**config.mk**
```make
export PLATFORM = sky130hd
export DESIGN_NAME = vbc_ctrl
export DESIGN_NICKNAME = d
export VERILOG_FILES = /design/src/sv/vbc_pkg.sv /design/src/sv/vbc_ctrl.sv
export SDC_FILE = /design/constraint.sdc
export NUM_CORES = 1
export LEC_CHECK = 0
export BUFFER_PORTS_ARGS = -buffer_cell sky130_fd_sc_hd__buf_2
export CAP_MARGIN = 20
export CELL_PAD_IN_SITES_DETAIL_PLACEMENT = 1
export CELL_PAD_IN_SITES_GLOBAL_PLACEMENT = 1
export CORE_MARGIN = 1
export CORE_UTILIZATION = 39
export DETAILED_ROUTE_END_ITERATION = 10
export GPL_ROUTABILITY_DRIVEN = 0
export PLACE_DENSITY_LB_ADDON = 0.1
export SLEW_MARGIN = 20
export SYNTH_ARGS = -nofsm -noshare
export SYNTH_HDL_FRONTEND = slang
export SYNTH_SLANG_ARGS = --single-unit
```
**constraint.sdc**
```tcl
create_clock -name clk -period 3.3 [get_ports clk]
set_clock_uncertainty 0.15 [all_clocks]
set_input_delay 0.33 -clock clk [delete_from_list [all_inputs] [get_ports clk]]
set_output_delay 0.33 -clock clk [all_outputs]
set_load 0.02 [all_outputs]
```
**src/sv/vbc_pkg.sv**
```systemverilog
package vbc_pkg;

  localparam int NBINS          = 16;
  localparam int BIN_W          = 4;
  localparam int ID_W           = 12;
  localparam int CFG_IDX_W      = 8;
  localparam int MAX_BODIES_DEF = 4096;

  localparam logic [4:0]  BIN_NONE     = 5'd31;
  localparam logic [15:0] OVERLAP_DEF  = 16'd52429;
  localparam logic [15:0] MIN_RATIO    = 16'd257;
  localparam logic [4:0]  COUNT_RST    = 5'd16;
  localparam logic [15:0] RATIO_RST    = 16'd512;
  localparam logic [15:0] STEP_RST     = 16'd0;

  localparam logic [CFG_IDX_W-1:0] REG_BIN_COUNT   = 8'd0;
  localparam logic [CFG_IDX_W-1:0] REG_BIN_RATIO   = 8'd1;
  localparam logic [CFG_IDX_W-1:0] REG_BIN_OVERLAP = 8'd2;
  localparam logic [CFG_IDX_W-1:0] REG_STEP_LIMIT  = 8'd3;

  localparam logic [1:0] MOVE_NONE   = 2'd0;
  localparam logic [1:0] MOVE_FASTER = 2'd1;
  localparam logic [1:0] MOVE_SLOWER = 2'd2;

  typedef enum logic [2:0] {
    FN_REBIN,
    FN_CLASSIFY,
    FN_SET_PEAKS,
    FN_RECORD,
    FN_ADVANCE
  } func_t;

  typedef enum logic [4:0] {
    ST_CLEAR,
    ST_IDLE,
    ST_DISP,
    ST_RB_SET_CUR,
    ST_RB_SQR_REF,
    ST_RB_SQR_CUR,
    ST_RB_MUL_DIFF,
    ST_RB_STEP,
    ST_RB_MUL_SQ,
    ST_RB_LIMIT,
    ST_RB_INIT,
    ST_RB_DIV1,
    ST_RB_DIV2,
    ST_RB_DIVL,
    ST_RB_NEXT,
    ST_CL_OV,
    ST_CL_OV2,
    ST_CL_MUL,
    ST_CL_CMP,
    ST_CL_NEXT,
    ST_SET_PEAKS,
    ST_RC_UPD,
    ST_AD_INIT,
    ST_AD_SQR,
    ST_AD_MUL,
    ST_AD_ADD,
    ST_AD_NEXT,
    ST_FIN
  } st_t;

  typedef enum logic [4:0] {
    OP_NONE,
    OP_CLEAR,
    OP_IDLE,
    OP_RB_SET_CUR,
    OP_RB_SQR_REF,
    OP_RB_SQR_CUR,
    OP_RB_MUL_DIFF,
    OP_RB_STEP,
    OP_RB_MUL_SQ,
    OP_RB_LIMIT,
    OP_RB_INIT,
    OP_RB_DIV1,
    OP_RB_DIV2,
    OP_RB_DIVL,
    OP_BIN_NEXT,
    OP_CL_OV,
    OP_CL_OV2,
    OP_CL_MUL,
    OP_CL_CMP,
    OP_SET_PEAKS,
    OP_RC_UPD,
    OP_AD_INIT,
    OP_AD_SQR,
    OP_AD_MUL,
    OP_AD_ADD,
    OP_FIN
  } op_t;

  typedef struct packed {
    op_t  op;
    logic in_ready;
  } cmd_t;

  typedef struct packed {
    func_t func;
    logic  in_fire;
    logic  id_ok;
    logic  ref_valid;
    logic  step_zero;
    logic  div_done;
    logic  sqrt_done;
    logic  first_bin;
    logic  last_bin;
    logic  last_used;
    logic  hit;
    logic  over;
    logic  clr_last;
    logic  out_free;
  } sts_t;

endpackage

```
**src/sv/vbc_ctrl.sv**
```systemverilog
module vbc_ctrl (
  input  logic          clk,
  input  logic          rst_n,
  input  vbc_pkg::sts_t sts,
  output vbc_pkg::cmd_t cmd
);

  vbc_pkg::st_t st_r, st_nxt;

  always_ff @(posedge clk) begin
    if (!rst_n) begin
      st_r <= vbc_pkg::ST_CLEAR;
    end else begin
      st_r <= st_nxt;
    end
  end

  always_comb begin
    st_nxt = st_r;
    case (st_r)
      vbc_pkg::ST_CLEAR:       if (sts.clr_last) st_nxt = vbc_pkg::ST_IDLE;
      vbc_pkg::ST_IDLE:        if (sts.in_fire) st_nxt = vbc_pkg::ST_DISP;
      vbc_pkg::ST_DISP: begin
        case (sts.func)
          vbc_pkg::FN_REBIN:
            st_nxt = (!sts.ref_valid || sts.step_zero) ? vbc_pkg::ST_RB_SET_CUR
                                                       : vbc_pkg::ST_RB_SQR_REF;
          vbc_pkg::FN_CLASSIFY:  st_nxt = sts.id_ok ? vbc_pkg::ST_CL_OV : vbc_pkg::ST_FIN;
          vbc_pkg::FN_SET_PEAKS: st_nxt = vbc_pkg::ST_SET_PEAKS;
          vbc_pkg::FN_RECORD:    st_nxt = sts.id_ok ? vbc_pkg::ST_RC_UPD : vbc_pkg::ST_FIN;
          vbc_pkg::FN_ADVANCE:   st_nxt = vbc_pkg::ST_AD_INIT;
          default:               st_nxt = vbc_pkg::ST_FIN;
        endcase
      end
      vbc_pkg::ST_RB_SET_CUR:  st_nxt = vbc_pkg::ST_RB_INIT;
      vbc_pkg::ST_RB_SQR_REF:  if (sts.sqrt_done) st_nxt = vbc_pkg::ST_RB_SQR_CUR;
      vbc_pkg::ST_RB_SQR_CUR:  if (sts.sqrt_done) st_nxt = vbc_pkg::ST_RB_MUL_DIFF;
      vbc_pkg::ST_RB_MUL_DIFF: st_nxt = vbc_pkg::ST_RB_STEP;
      vbc_pkg::ST_RB_STEP:     st_nxt = vbc_pkg::ST_RB_MUL_SQ;
      vbc_pkg::ST_RB_MUL_SQ:   st_nxt = vbc_pkg::ST_RB_LIMIT;
      vbc_pkg::ST_RB_LIMIT:    st_nxt = vbc_pkg::ST_RB_INIT;
      vbc_pkg::ST_RB_INIT:     st_nxt = vbc_pkg::ST_RB_DIV1;
      vbc_pkg::ST_RB_DIV1:     if (sts.div_done) st_nxt = vbc_pkg::ST_RB_DIV2;
      vbc_pkg::ST_RB_DIV2: begin
        if (sts.div_done) st_nxt = sts.first_bin ? vbc_pkg::ST_RB_NEXT : vbc_pkg::ST_RB_DIVL;
      end
      vbc_pkg::ST_RB_DIVL:     if (sts.div_done) st_nxt = vbc_pkg::ST_RB_NEXT;
      vbc_pkg::ST_RB_NEXT:     st_nxt = sts.last_bin ? vbc_pkg::ST_FIN : vbc_pkg::ST_RB_DIV1;
      vbc_pkg::ST_CL_OV:       st_nxt = vbc_pkg::ST_CL_OV2;
      vbc_pkg::ST_CL_OV2:      st_nxt = vbc_pkg::ST_CL_MUL;
      vbc_pkg::ST_CL_MUL:      st_nxt = vbc_pkg::ST_CL_CMP;
      vbc_pkg::ST_CL_CMP: begin
        st_nxt = (sts.hit || sts.last_used) ? vbc_pkg::ST_FIN : vbc_pkg::ST_CL_NEXT;
      end
      vbc_pkg::ST_CL_NEXT:     st_nxt = vbc_pkg::ST_CL_MUL;
      vbc_pkg::ST_SET_PEAKS:   st_nxt = vbc_pkg::ST_FIN;
      vbc_pkg::ST_RC_UPD:      st_nxt = vbc_pkg::ST_FIN;
      vbc_pkg::ST_AD_INIT:     st_nxt = vbc_pkg::ST_AD_SQR;
      vbc_pkg::ST_AD_SQR:      if (sts.sqrt_done) st_nxt = vbc_pkg::ST_AD_MUL;
      vbc_pkg::ST_AD_MUL:      st_nxt = vbc_pkg::ST_AD_ADD;
      vbc_pkg::ST_AD_ADD: begin
        st_nxt = (sts.over || sts.last_used) ? vbc_pkg::ST_FIN : vbc_pkg::ST_AD_NEXT;
      end
      vbc_pkg::ST_AD_NEXT:     st_nxt = vbc_pkg::ST_AD_SQR;
      vbc_pkg::ST_FIN:         if (sts.out_free) st_nxt = vbc_pkg::ST_IDLE;
      default:                 st_nxt = vbc_pkg::ST_CLEAR;
    endcase
  end

  always_comb begin
    cmd.in_ready = 1'b0;
    cmd.op       = vbc_pkg::OP_NONE;
    case (st_r)
      vbc_pkg::ST_CLEAR:       cmd.op = vbc_pkg::OP_CLEAR;
      vbc_pkg::ST_IDLE: begin
        cmd.op       = vbc_pkg::OP_IDLE;
        cmd.in_ready = 1'b1;
      end
      vbc_pkg::ST_DISP:        cmd.op = vbc_pkg::OP_NONE;
      vbc_pkg::ST_RB_SET_CUR:  cmd.op = vbc_pkg::OP_RB_SET_CUR;
      vbc_pkg::ST_RB_SQR_REF:  cmd.op = vbc_pkg::OP_RB_SQR_REF;
      vbc_pkg::ST_RB_SQR_CUR:  cmd.op = vbc_pkg::OP_RB_SQR_CUR;
      vbc_pkg::ST_RB_MUL_DIFF: cmd.op = vbc_pkg::OP_RB_MUL_DIFF;
      vbc_pkg::ST_RB_STEP:     cmd.op = vbc_pkg::OP_RB_STEP;
      vbc_pkg::ST_RB_MUL_SQ:   cmd.op = vbc_pkg::OP_RB_MUL_SQ;
      vbc_pkg::ST_RB_LIMIT:    cmd.op = vbc_pkg::OP_RB_LIMIT;
      vbc_pkg::ST_RB_INIT:     cmd.op = vbc_pkg::OP_RB_INIT;
      vbc_pkg::ST_RB_DIV1:     cmd.op = vbc_pkg::OP_RB_DIV1;
      vbc_pkg::ST_RB_DIV2:     cmd.op = vbc_pkg::OP_RB_DIV2;
      vbc_pkg::ST_RB_DIVL:     cmd.op = vbc_pkg::OP_RB_DIVL;
      vbc_pkg::ST_RB_NEXT:     cmd.op = vbc_pkg::OP_BIN_NEXT;
      vbc_pkg::ST_CL_OV:       cmd.op = vbc_pkg::OP_CL_OV;
      vbc_pkg::ST_CL_OV2:      cmd.op = vbc_pkg::OP_CL_OV2;
      vbc_pkg::ST_CL_MUL:      cmd.op = vbc_pkg::OP_CL_MUL;
      vbc_pkg::ST_CL_CMP:      cmd.op = vbc_pkg::OP_CL_CMP;
      vbc_pkg::ST_CL_NEXT:     cmd.op = vbc_pkg::OP_BIN_NEXT;
      vbc_pkg::ST_SET_PEAKS:   cmd.op = vbc_pkg::OP_SET_PEAKS;
      vbc_pkg::ST_RC_UPD:      cmd.op = vbc_pkg::OP_RC_UPD;
      vbc_pkg::ST_AD_INIT:     cmd.op = vbc_pkg::OP_AD_INIT;
      vbc_pkg::ST_AD_SQR:      cmd.op = vbc_pkg::OP_AD_SQR;
      vbc_pkg::ST_AD_MUL:      cmd.op = vbc_pkg::OP_AD_MUL;
      vbc_pkg::ST_AD_ADD:      cmd.op = vbc_pkg::OP_AD_ADD;
      vbc_pkg::ST_AD_NEXT:     cmd.op = vbc_pkg::OP_BIN_NEXT;
      vbc_pkg::ST_FIN:         cmd.op = vbc_pkg::OP_FIN;
      default:                 cmd.op = vbc_pkg::OP_NONE;
    endcase
  end

endmodule

```
==> results of run 1 <==
## worst min path at each step
stage | start | endpoint | slack, ns | cells past startpoint
4_1_cts | rst_n | st_r[3] | 0.18 | 3
3_5_place_dp | rst_n | st_r[3] | 0.46 | 3
5_1_grt | rst_n | st_r[3] | 0.22 | 3
6_report | rst_n | st_r[3] | 0.19 | 3
2_1_floorplan | rst_n | st_r[3] | 0.33 | 2
3_3_place_gp | rst_n | st_r[3] | 0.46 | 3
## cell families (layout without fill, tap and decap cells)
kind of cell    Yosys count  after routing  share of synthesized area
flops                     5              5                      0.113
compound gates           49             49                      0.427
buf+inv                  16             34                     0.0976
simple gates             54             54                      0.328
xor+xnor                  1              1                    0.00990
mux                       2              2                     0.0240
## per-stage QoR
stage	hold WS [ns]	worst slack (ns)
floorplan	0.332	1.38
global placement	0.463	1.12
detailed placement	0.462	1.05
CTS	0.176	0.751
global route	0.220	0.541
finish	0.190	0.746
## area by class of cell
| class | count | area, sq um |
|---|---|---|
| well taps | 27 | 33.8 |
| clock inverters | 1 | 5.00 |
| repair buffers | 26 | 138 |
| fillers | 295 | 1030 |
| clock buffers | 3 | 22.5 |
| flip-flops and latches | 5 | 100 |
| inverters | 4 | 15.0 |
| multi-input cells | 106 | 698 |
## synthesized netlist by cell type (all sizes together) (2+ instances only)
cell	number
nand2	13
o21ai	12
buf	10
nor2	10
a21oi	8
nor2b	6
nor3	6
a22o	5
dfxtp	5
inv	4
nand2b	4
o211ai	4
a211o	2
a221oi	2
and2	2
and3	2
clkbuf	2
nand3	2
or3	2
or4	2
## critical path, stage by stage, from the launching register on
cell and delay [ns]:
dfxtp_1 0.84, buf_4 0.30, nor3_1 0.07, a21oi_1 0.14
o32ai_1 0.10, nor2_1 0.11, a21oi_1 0.05, buf_2 0.20
## placed cells by master (no fill, tap or decap), types with 2 or more instances in the layout
cell	Yosys	layout
buf_2	6	23
nand2_1	13	13
o21ai_0	12	12
nor2_1	10	10
a21oi_1	8	8
nor3_1	6	6
nor2b_1	6	6
a22o_1	5	5
dfxtp_1	5	5
inv_1	4	4
nand2b_1	4	4
o211ai_1	3	3
clkbuf_4	0	3
buf_4	1	3
a221oi_1	2	2
a211o_1	2	2
or4_1	2	2
and2_1	2	2
or3_1	2	2
## power breakdown
| group | internal, uW | leakage, uW | switching, uW |
|---|---|---|---|
| clock network | 44.4 | 0.0000177 | 35.1 |
| registers | 83.7 | 0.0000411 | 108 |
| logic | 267 | 0.000359 | 346 |
## per-layer routing
layer | wire, um | part of all wire | vias up | global-route usage
met4 | 55 | 0.020 | 0 | 0.0857
li1 | - | - | 513 | -
met5 | 0 | 0 | - | 0
met3 | 132 | 0.048 | 6 | 0.0648
met1 | 1320 | 0.49 | 490 | 0.334
met2 | 1220 | 0.45 | 27 | 0.369
==> run summary, run 1 <==
Post-Synthesis Net Count: 145
Diode count: 0
Worst-Margin Slew: 0.830 ns
Number of synthesized flops with an enable pin: 0
Remaining DRCs: 0
Vias in the first global route: 963
Yosys cell types: 50
R2r endpoint: st_r[2]
Placed cell area: 985 sq um
Worst min-delay path class: in -> reg
Area share of the leading cell type in the synthesized netlist: 0.113
GRT Util Overall: 0.246
Critical Path RT: 2.82 ns
Max reg flops: 5
Finished Layout Cells: 172
Routed vias: 1036
Final instance area: 1010 sq um
# H-tree levels: 1
Max Root-Sink Buffers: 2
Biggest regs: st_r (5)
Cell count after synthesis: 127
Most common flop cell mapped by yosys: dfxtp_1
Setup TNS: 0 ns
Post-DR wirelength/cell: 15.9 um
Overflow after GRT: 0
Critical Path Start Type: flop
Synth area leaders: dfxtp_1, o21ai_0, nand2_1
Die area: 2460 sq um
Setup Fix Bufs, Post-CTS: 0
R2R setup slack: 1.04 ns
Worst skew pair latency: 0.26 ns
Final period demand of the worst path: 2.55 ns
Synthesized area: 885 sq um
Post-cts hold buffer count: 0
R2r worst-path depth: 5
Fin nets: 164
TritonCTS Buffers: 3
Max-cap violations: 0
Critical Path Start: st_r[4]
Vias per std cell: 6.02
Period Utilization, post-route: 0.774
RSZ-0062 raised after global routing: no
Post-synth ARST share: 0
Pwr per Cell Area: 873 nW/um^2
Slew HR: 0.446
Fin. Hold Viols: 0
Final WL: 2730 um
Die height: 49.6 um
Worst flop-to-flop path startpoint: st_r[0]
Crit path max fanout: 24
FMAX: 0.391 GHz
Critical path class: reg -> out
Post-DP HPWL: 1980 um
Post-layout util: 0.496
Post-synthesis sequential area ratio: 0.113
Layout cell share with drive strength beyond 1: 0.262
Worst EP arrival: 2.07 ns
Yosys warning count: 0
Num Clock Sinks: 5
Clock transition at the registers of the reported paths: 0.05 ns
Synthesis-stage register bit count: 5
Pins Over Slew Limit: 0
End of the critical path: cmd[1]
Cts repair resizes: 0
LEAKAGE: 0.000418 uW
Initial antenna violation count: 0
Starting Density: 0.433
Design Power: 883 uW
CTS tree: done
Status: finished clean
Number of DRC markers in iteration 0: 18
Final setup viols: 0
I/O Buffers: 23
Worst setup EP type: primary output
Global-route wire length before repair: 4570 um
Clk root buf: clkbuf_4
Peak VDD IR: 0.000665 V
Die Wd: 49.6 um
Cell count after placement: 168
Post-DRT Antenna Nets: 0
Area Growth Syn to Fin: 14.4%
Largest area contributor in the netlist: dfxtp_1
Syn Area/Cell: 6.97 sq um
Row cnt: 16
IO Count: 24
Top reg by flops: st_r
Drt pass-1 iters: 4
Largest net degree at the start of global routing: 31
Core Area: 2040 sq um
(Power assumes the default switching activity.)
==> run 2: changes to the inputs <==
--- a/config.mk
+++ b/config.mk
@@ -5,12 +5,13 @@
 export SDC_FILE = /design/constraint.sdc
 export NUM_CORES = 1
 export LEC_CHECK = 0
+export ABC_AREA = 1
 export BUFFER_PORTS_ARGS = -buffer_cell sky130_fd_sc_hd__buf_2
 export CAP_MARGIN = 20
 export CELL_PAD_IN_SITES_DETAIL_PLACEMENT = 1
 export CELL_PAD_IN_SITES_GLOBAL_PLACEMENT = 1
 export CORE_MARGIN = 1
-export CORE_UTILIZATION = 39
+export CORE_UTILIZATION = 31
 export DETAILED_ROUTE_END_ITERATION = 10
 export GPL_ROUTABILITY_DRIVEN = 0
 export PLACE_DENSITY_LB_ADDON = 0.1
==> constraint.sdc (replaced) <==
create_clock -name clk -period 2.1 [get_ports clk]
set_clock_uncertainty 0.15 [all_clocks]
set_input_delay 0.21 -clock clk [delete_from_list [all_inputs] [get_ports clk]]
set_output_delay 0.21 -clock clk [all_outputs]
set_load 0.02 [all_outputs]
==> run 2 against run 1 <==
  * Die area rose by 38%
  * Global-route usage shrank 1.9 points
  * Design area rose by 19%
  * Sequential power grew 19%
  * Synthesized area up 11%
  * Synthesized cell count grew 52%
  * Setup slack got worse by 0.66 ns
  * Power up 45%
  * Non-clock buffer count fell by 1
  * Critical path type unchanged
==> run summary, run 2 <==
Commonest non-fill, non-tap cells in the layout: nand2_1, nor2_1, buf_2, inv_1, nand3_1 (was buf_2, nand2_1, o21ai_0, nor2_1, a21oi_1)
Starting Density: 0.324 (was 0.433)
Simple-Gate Fraction of Synth Area: 0.616 (was 0.328)
P_int: 525 uW (was 395 uW)
Yosys cell types: 23 (was 50)
Adder-cell area share of the yosys netlist: 0 (unchanged)
Net Sw Frac: 0.590 (was 0.553)
LEAKAGE: 0.000679 uW (was 0.000418 uW)
Area share of the leading cell type in the synthesized netlist: 0.211 (was 0.113)
Count leader, synth: nand2_1 (unchanged)
Status: finished clean (unchanged)
Post-synthesis sequential area ratio: 0.102 (was 0.113)
Pwr per Cell Area: 1060 nW/um^2 (was 873 nW/um^2)
Critical Path Start Type: flop (unchanged)
Most common cell after layout, fill and taps aside: nand2_1 (was buf_2)
Switching Power: 754 uW (was 488 uW)
Clock transition at the registers of the reported paths: 0.05 ns (about the same)
Worst setup EP type: primary output (unchanged)
Seq pwr share: 0.178 (was 0.217)
Syn Area/Cell: 5.08 sq um (was 6.97 sq um)
Post-DP HPWL: 3050 um (was 1980 um)
GR Util met1: 0.273 (was 0.334)
Vias per std cell: 5.00 (was 6.02)
FMAX: 0.497 GHz
Number of synthesized flops with an enable pin: 0 (unchanged)
Row cnt: 20 (was 16)
Remaining DRCs: 0 (unchanged)
Yosys warning count: 0 (unchanged)
Period Utilization, post-route: 0.959
Diode count: 0 (unchanged)
I/O Buffers: 23 (unchanged)
Clock Power Share: 0.090 (about the same)
Final setup viols: 0 (unchanged)
# H-tree levels: 1 (unchanged)
Max Root-Sink Buffers: 2 (unchanged)
Post-DRT Antenna Nets: 0 (unchanged)
Top reg by flops: st_r (unchanged)
Routed vias: 1309 (was 1036)
Final period demand of the worst path: 2.01 ns
Drt pass-1 iters: 4 (unchanged)
Logic pwr share: 0.732 (was 0.693)
Worst skew pair latency: 0.25 ns (was 0.26 ns)
Layout cell share with drive strength beyond 1: 0.317 (was 0.262)
XOR/XNOR Fraction of Synth Area: 0 (was 0.00990)
Biggest regs: st_r (5) (unchanged)
Main combinational cell family by area after synthesis: simple AND/OR/NAND/NOR gates (was compound AO/OA/AOI/OAI gates)
Worst-Margin Slew: 0.361 ns (was 0.830 ns)
Final instance area: 1210 sq um (was 1010 sq um)
Post-layout util: 0.399 (was 0.496)
Overflow after GRT: 0 (unchanged)
Slew HR: 0.759 (was 0.446)
Post-DR wirelength/cell: 14.1 um (was 15.9 um)
Grt met3 use: 0.0179 (was 0.0648)
Complex-gate fraction of the synthesized area: 0.140 (was 0.427)
FF+latch area: 116 sq um (was 100 sq um)
Placed cell area: 1130 sq um (was 985 sq um)
Critical path class: reg -> out (unchanged)
Most Crowded Layer GR: met2 (unchanged)
CTS tree: done (unchanged)
Pins Over Slew Limit: 0 (unchanged)
Synthesized area: 980 sq um (was 885 sq um)
Number of DRC markers in iteration 0: 50 (was 18)
Synth area leaders: nand2_1, nor2_1, dfxtp_1 (was dfxtp_1, o21ai_0, nand2_1)
Worst EP arrival: 1.65 ns (was 2.07 ns)
Cell count after synthesis: 193 (was 127)
Clk root buf: clkbuf_4 (unchanged)
Peak VDD IR: 0.000314 V (was 0.000665 V)
Synthesis-stage register bit count: 5 (unchanged)
Critical Path RT: 1.74 ns (was 2.82 ns)
Global-route wire length before repair: 5890 um (was 4570 um)
Largest net degree at the start of global routing: 9 (was 31)
Post-Synthesis Net Count: 211 (was 145)
Most common flop cell mapped by yosys: dfxtp_1 (unchanged)
GRT Util Overall: 0.227 (was 0.246)
IO Count: 24 (unchanged)
Fin. Hold Viols: 0 (unchanged)
Mux share of post-synthesis cell area: 0 (was 0.0240)
Die height: 58.2 um (was 49.6 um)
Core Area: 3030 sq um (was 2040 sq um)
GR Util met2: 0.415 (was 0.369)
TritonCTS Buffers: 3 (unchanged)
Multi-input logic area: 774 sq um (was 698 sq um)
Vias in the first global route: 1327 (was 963)
Area Growth Syn to Fin: 23.2% (was 14.4%)
Post-synth ARST share: 0 (unchanged)
Final WL: 3690 um (was 2730 um)
Num Clock Sinks: 5 (unchanged)
Max-cap violations: 0 (unchanged)
Max reg flops: 5 (unchanged)
Initial antenna violation count: 0 (unchanged)
Fin nets: 237 (was 164)
Die Wd: 58.2 um (was 49.6 um)
# fillers: 452 (was 295)
Die area: 3390 sq um (was 2460 sq um)
Commonest cells in the netlist: nand2_1, nor2_1, nand3_1, inv_1 (was nand2_1, o21ai_0, nor2_1, a21oi_1)
Worst min-delay path class: in -> reg (unchanged)
Largest area contributor in the netlist: nand2_1 (was dfxtp_1)
Crit path max fanout: 6 (was 24)
[run 2: final cells by class]
type,count,share of cell area
multi-input combinational,156,0.641
timing repair buffer,25,0.108
sequential,5,0.0964
inverter,28,0.0870
tap,44,0.0456
clock buffer,4,0.0218
[run 2: through the flow]
stage | TNS (ns) | hold slack (ns) | std cells | setup WS (ns) | power [uW]
2_1_floorplan | 0 | 0.244 | 193 | 0.441 | 884
3_3_place_gp | 0 | 0.361 | 258 | 0.195 | 1110
3_5_place_dp | 0 | 0.368 | 258 | 0.139 | 1120
4_1_cts | 0 | 0.131 | 262 | 0.0000938 | 1250
5_1_grt | -0.105 | 0.148 | 262 | -0.0742 | 1410
6_report | 0 | 0.129 | 262 | 0.0863 | 1280
[run 2: power groups by stage]
stage               Sequential (uW)  Clock [uW]  Combinational [uW]
finish                          227         115                 936
detailed placement              203           0                 915
global placement                204           0                 908
floorplan                       138           0                 747
global route                    233         122                1050
CTS                             208         118                 922
[run 2: worst max-delay path, cell delays in order, from the launching register on]
cell	delay (ns)
dfxtp_4	0.37
buf_4	0.17
nand3_2	0.11
inv_2	0.08
nand2_1	0.13
nand2_1	0.10
a211oi_2	0.15
nand4_1	0.11
buf_2	0.18
[run 2: cell families (layout without fill, tap and decap cells)]
kind of cell           Yosys count  count (layout)
flip-flops                       5               5
AO/OA/AOI/OAI                   25              25
buffers and inverters           32              57
AND/OR/NAND/NOR                131             131
[run 2: final timing paths]
kind	start	end	slack [ns]	cells after the start
hold reg to reg	st_r[0]	st_r[0]	0.39	2
hold / removal	rst_n	st_r[1]	0.13	3
setup / recovery	st_r[4]	cmd[2]	0.09	8
setup reg to reg	st_r[4]	st_r[2]	0.34	9
[run 2: routing by layer]
| metal | share of wire | up-vias |
|---|---|---|
| li1 | - | 666 |
| met1 | 0.44 | 612 |
| met2 | 0.52 | 25 |
| met3 | 0.019 | 6 |
| met4 | 0.021 | 0 |
| met5 | 0 | - |
[run 2: what timing repair did]
action	in CTS	in global routing
gates resized for setup	4	12
endpoints found under the setup margin	4	4
endpoints found under the hold margin	0	0
hold buffers	0	0
setup buffers	0	0
pin swaps	0	0
